==> src/rtl/lsamu_pkg.sv <==
// ----------------------------------------------------------------------------
// lsamu_pkg
// Shared types and codes for the load/store/atomic memory unit.
// ----------------------------------------------------------------------------
package lsamu_pkg;

  // Field widths fixed by the transaction format
  localparam int KIND_W      = 3;
  localparam int OP_W        = 4;
  localparam int SIZE_W      = 2;
  localparam int ADDR_W      = 15;
  localparam int WORD_ADDR_W = ADDR_W - 3;
  localparam int DATA_W      = 64;

  // Operation kinds
  localparam logic [KIND_W-1:0] KIND_LOAD  = 3'd0;
  localparam logic [KIND_W-1:0] KIND_STORE = 3'd1;
  localparam logic [KIND_W-1:0] KIND_LR    = 3'd2;
  localparam logic [KIND_W-1:0] KIND_SC    = 3'd3;
  localparam logic [KIND_W-1:0] KIND_AMO   = 3'd4;

  // Atomic operations
  localparam logic [OP_W-1:0] AMO_SWAP = 4'd0;
  localparam logic [OP_W-1:0] AMO_ADD  = 4'd1;
  localparam logic [OP_W-1:0] AMO_XOR  = 4'd2;
  localparam logic [OP_W-1:0] AMO_AND  = 4'd3;
  localparam logic [OP_W-1:0] AMO_OR   = 4'd4;
  localparam logic [OP_W-1:0] AMO_MIN  = 4'd5;
  localparam logic [OP_W-1:0] AMO_MAX  = 4'd6;
  localparam logic [OP_W-1:0] AMO_MINU = 4'd7;
  localparam logic [OP_W-1:0] AMO_MAXU = 4'd8;

  // Access sizes
  localparam logic [SIZE_W-1:0] SIZE_B = 2'd0;
  localparam logic [SIZE_W-1:0] SIZE_H = 2'd1;
  localparam logic [SIZE_W-1:0] SIZE_W32 = 2'd2;
  localparam logic [SIZE_W-1:0] SIZE_D = 2'd3;

  // Request payload
  typedef struct packed {
    logic [KIND_W-1:0] kind;
    logic [OP_W-1:0]   amo_op;
    logic [SIZE_W-1:0] size_log2;
    logic              zero_ext;
    logic [ADDR_W-1:0] address;
    logic [DATA_W-1:0] store_data;
  } req_t;

  // Controller to datapath commands
  typedef struct packed {
    logic latch;      // capture request
    logic calc_quot;  // register word index quotient
    logic calc_idx;   // register word index
    logic mem_read;   // registered memory read
    logic exec;       // compute, write back, load result
  } cmd_t;

  // Datapath to controller status
  typedef struct packed {
    logic skip;       // faulting or ignored request, no memory access
  } status_t;

endpackage

==> src/rtl/lsamu_ctrl.sv <==
// ----------------------------------------------------------------------------
// lsamu_ctrl
// Sequencer: steps one request through index, read and execute.
// ----------------------------------------------------------------------------
module lsamu_ctrl (
  input  logic               clk,
  input  logic               rst,
  input  logic               in_valid,
  output logic               in_ready,
  output logic               out_valid,
  input  logic               out_ready,
  input  lsamu_pkg::status_t status,
  output lsamu_pkg::cmd_t    cmd
);
  import lsamu_pkg::*;

  localparam logic [2:0] S_IDLE = 3'd0;
  localparam logic [2:0] S_QUOT = 3'd1;
  localparam logic [2:0] S_IDX  = 3'd2;
  localparam logic [2:0] S_READ = 3'd3;
  localparam logic [2:0] S_EXEC = 3'd4;

  logic [2:0] state;
  logic [2:0] state_next;
  logic       fire;

  // result register free or being emptied this cycle
  assign fire     = !out_valid || out_ready;
  assign in_ready = (state == S_IDLE);

  // commands
  always_comb begin
    cmd.latch     = in_valid && in_ready;
    cmd.calc_quot = (state == S_QUOT);
    cmd.calc_idx  = (state == S_IDX);
    cmd.mem_read  = (state == S_READ);
    cmd.exec      = (state == S_EXEC) && fire;
  end

  // next state
  always_comb begin
    state_next = state;
    case (state)
      S_IDLE: if (in_valid) state_next = S_QUOT;
      S_QUOT: state_next = S_IDX;
      S_IDX:  state_next = status.skip ? S_EXEC : S_READ;
      S_READ: state_next = S_EXEC;
      S_EXEC: if (fire) state_next = S_IDLE;
      default: state_next = S_IDLE;
    endcase
  end

  always_ff @(posedge clk) begin
    if (rst) begin
      state     <= S_IDLE;
      out_valid <= 1'b0;
    end else begin
      state <= state_next;
      if (cmd.exec) begin
        out_valid <= 1'b1;
      end else if (out_ready) begin
        out_valid <= 1'b0;
      end
    end
  end

`ifndef NO_ASSERTIONS
  a_one_in_flight: assert property (@(posedge clk) disable iff (rst)
    in_valid && in_ready |=> !in_ready)
    else $error("request accepted while one is in flight");
  a_exec_gives_result: assert property (@(posedge clk) disable iff (rst)
    cmd.exec |=> out_valid)
    else $error("execute did not present a result");
  a_cmd_onehot: assert property (@(posedge clk) disable iff (rst)
    $onehot0({cmd.latch, cmd.calc_quot, cmd.calc_idx, cmd.mem_read, cmd.exec}))
    else $error("overlapping datapath commands");
`endif

endmodule

==> config.mk <==
export PLATFORM = sky130hd
export DESIGN_NAME = lsamu_ctrl
export DESIGN_NICKNAME = d
export VERILOG_FILES = /design/src/rtl/lsamu_pkg.sv /design/src/rtl/lsamu_ctrl.sv
export SDC_FILE = /design/constraint.sdc
export NUM_CORES = 1
export LEC_CHECK = 0
export ABC_AREA = 0
export BUFFER_PORTS_ARGS = -buffer_cell sky130_fd_sc_hd__buf_2
export CAP_MARGIN = 20
export CORE_AREA = 8 8 45 47
export CTS_CLUSTER_SIZE = 28
export DETAILED_ROUTE_END_ITERATION = 10
export DIE_AREA = 0 0 53 55
export GPL_ROUTABILITY_DRIVEN = 0
export GPL_TIMING_DRIVEN = 1
export PLACE_DENSITY_LB_ADDON = 0.1
export SKIP_CTS_REPAIR_TIMING = 1
export SLEW_MARGIN = 20
export SYNTH_ARGS = -nofsm -noshare
export SYNTH_HDL_FRONTEND = slang
export SYNTH_SLANG_ARGS = --single-unit
==> constraint.sdc <==
create_clock -name clk -period 1.15 [get_ports clk]
set_clock_uncertainty 0.2 [all_clocks]
set_input_delay 0.1725 -clock clk [delete_from_list [all_inputs] [get_ports clk]]
set_output_delay 0.1725 -clock clk [all_outputs]
set_load 0.05 [all_outputs]
Word level (Yosys, flattened, before mapping)

Cells that the tools add are included.

Mux-type cells: 6
Eq/ne operators: 6
Reductions and logical operators: 7

Operator list:

| operator                                      | number |
|---|---|
| one-hot mux 3 bit (5 select lines)            | 1 |
| 2-to-1 mux 3 bit                              | 3 |
| == test 3 x 2 -> 1 bit, second input constant | 2 |
| inequality test 2 bit, second input constant  | 2 |
| == test 3 x 1 -> 1 bit, second input constant | 1 |
| == test 3 bit, second input constant          | 1 |
| zero test 3 bit                               | 1 |
| logical AND 1 bit                             | 2 |
| 2-to-1 mux 1 bit                              | 2 |
| AND reduction 2 bit                           | 1 |
| nonzero test 2 bit                            | 1 |
| zero test 1 bit                               | 1 |
| logical OR 1 bit                              | 1 |

Word-level logic and storage cells: 21
Output and inout bits: 7
Register bits: 4
Bits of input ports: 5

Longest topological paths before layout

Depth in word-level cells: 4
Gate-level depth with buffers: 2
Gate-level depth less buffers: 2

Worst setup path after synthesis

Ideal clock, no wire load.

Kind: register to output
Start point: register state[0]
End point: output port cmd[4] (netlist name)
Path slack: -1.271 ns
Cell stages (with the launch flop): 3
Required time: 0.777 ns
Path buffers: 0
Data arrival time: 2.048 ns
Cells stage by stage: dfxtp_1 nor3_1 and2_1

RTL lines:

| what                     | RTL line         | RTL |
|---|---|---|
| start: declaration       | lsamu_ctrl.sv:23 | `logic [2:0] state;` |
| start signal: assignment | lsamu_ctrl.sv:58 | `state <= state_next;` |
| end: declaration         | lsamu_ctrl.sv:13 | `output lsamu_pkg::cmd_t cmd` |

==> impl_metrics.toml <==
[run_status]
status = "complete, but fails checks"
failed_checks = "negative setup slack"

[yosys]
ys_warn_count = 0
syn_area_um2 = 225.2
syn_nets = 29
syn_area_per_cell_um2 = 9.384
synthCells = 24
ys_seq_area_share_pct = 35.56
ys_ff_latch = 4
synthDistinctLibCells = 15

[critical_path]
worstPathRequired_ns = 0.78
cp_max_fo = 3
crit_type = "reg -> out"
cp_slowest_stage_delay_ns = 0.41
cp.arrival_ns = 1.26
crit_family = "simple AND/OR/NAND/NOR gates"
cp-start-kind = "flop"
crit_path_end_kind = "primary output"
cp_slowest_cell = "or3b_4"
crit_chain = "or3b_4 > nor2b_4 > buf_6"
crit_buf_inv = 1

[sta]
setup_viol_count_final = 10
relSlewSlack_pct = 82.82
hold_viol = 0
rsz0062_at_grt = "yes"
fin_hold_ws_ns = 0.02709
fin_setup_tns_ns = -3.256
finalCritPeriodShare_pct = 142.1
max_freq_mhz = 612.0
finalWorstSetupSlack_ns = -0.4840
worstMarginPinSlew_ns = 0.2573
layout_min_cycle_time_ns = 1.634
slew_viol_final = 0

[power_and_ir_drop]
power_density_nw_per_um2 = 1052
leakage_nw = 0.2214
ir_drop_v = 0.0005058

[run]
maxCapViolCount = 0

[global_routing]
grt_max_degree = 7
overflow = 0
grtUsageTotal_pct = 5.802
antenna_found_initial = 0
grt_pass1_vias = 272
grt_pass1_wl_um = 1186

[placement]
io_buffers = 11
dp.cells = 60
pre_cts_slack_ns = -0.3186
dp_hpwl_um = 563.6

[finish]
drive_gt1_share_pct = 81.63
final_util_pct = 37.43
area_growth_pct = 130.0
nets = 55
antenna_cells = 0
final_cells = 65

[die]
die_y_um = 55
die_x_um = 53
io_pins = 12
initial_core_util_pct = 16.27
fp.dieArea_um2 = 2915
core_area_um2 = 1384
rows = 14

[clock_tree]
cts_buffers = 3
clockBufferDepth = 2
root_buffer = "clkbuf_4"
cts_max_level = 1
clock_latency_ns = 0.23
path_clk_slew_ns = 0.04
cts_tree = "done"
cts_sinks = 4

[hold_path]
hold_path_class = "in -> reg"

[drt]
drc = 0
antenna_left = 0
routed_wl_um = 706
firstDrtPassIters = 1
vias = 257
viasPerCell = 3.954
wire_per_inst_um = 10.86
drtIter0Drc = 0
[stage by stage]
step                cell area (um^2)  total power, mW
finish                         518.0           0.5447
global route                   518.0           0.5862
CTS                            447.9           0.5238
detailed placement             421.7           0.3228
global placement               421.7           0.3226
floorplan                      279.0           0.2664
[final cells by class]
type | instances | area [um^2]
Fill cell | 148 | 865.8
Tap cell | 16 | 20.02
Clock buffer | 4 | 26.28
Inverter | 1 | 3.754
Multi-Input combinational cell | 19 | 190.2
Timing Repair Buffer | 21 | 185.2
Sequential cell | 4 | 92.59
[cells by family after synthesis]
logic type,after synthesis,synth area share (%)
and+or+nand+nor,15,42.78
DFF,4,35.56
AOI/OAI and AO/OA,4,20.00
buffers and inverters,1,1.665
[registers in the layout, indices dropped and copies added, names as in the netlist]
signal     cells
out_valid      1
state          3
[layout by cell type (no fill, tap or decap), types with 2 or more instances in the layout]
| cell type | count |
|---|---|
| buf_2 | 4 |
| buf_4 | 9 |
| buf_6 | 6 |
| buf_8 | 2 |
| clkbuf_4 | 3 |
| dfxtp_4 | 3 |
| nand2b_1 | 2 |
| nor2_4 | 2 |
| or2b_1 | 3 |
| or3b_4 | 2 |
[final timing paths]
check | depth (start not counted) | slack, ns | to | startpoint
max | 3 | -0.48 | cmd[0] | state[1]
min | 3 | 0.03 | state[2] | out_ready
max reg2reg | 4 | -0.25 | state[2] | state[1]
min reg2reg | 2 | 0.31 | state[1] | state[2]
[worst register-to-register path, delay by kind of cell, from the launching register on]
family | cells | cell delay (ns)
AOI/OAI and AO/OA | 1 | 0.10
buffers and inverters | 2 | 0.26
and+or+nand+nor | 1 | 0.41
DFF | 1 | 0.34
[synthesized netlist by cell type]
cell / instances / area (um^2)
or2b_1: 3 / 22.52
a211oi_2: 1 / 12.51
nor2b_1: 1 / 6.260
o32ai_1: 1 / 8.760
a21oi_2: 1 / 8.760
nor2_1: 4 / 15.01
a2111oi_2: 1 / 15.01
nor3_1: 1 / 5.000
dfxtp_1: 4 / 80.08
and2_1: 1 / 6.260
or3b_1: 1 / 8.760
or3b_2: 1 / 8.760
or3b_4: 1 / 11.26
inv_1: 1 / 3.750
nand2b_1: 2 / 12.51
[layer usage]
layer,part of all wire [%],vias to the layer above,track usage [%],routed length (um)
met5,0,-,0,0
met4,0,0,5.172,0
met3,14,0,4.278,96
met2,45,10,7.813,319
met1,41,113,5.802,290
li1,-,134,-,-
[power by group]
group / switching (mW) / internal, mW / total [mW]
clock: 0.0623 / 0.131 / 0.193
sequential: 0.00717 / 0.143 / 0.150
combinational: 0.109 / 0.0923 / 0.202
total: 0.179 / 0.366 / 0.545
Power figures use the tool's default switching activity.
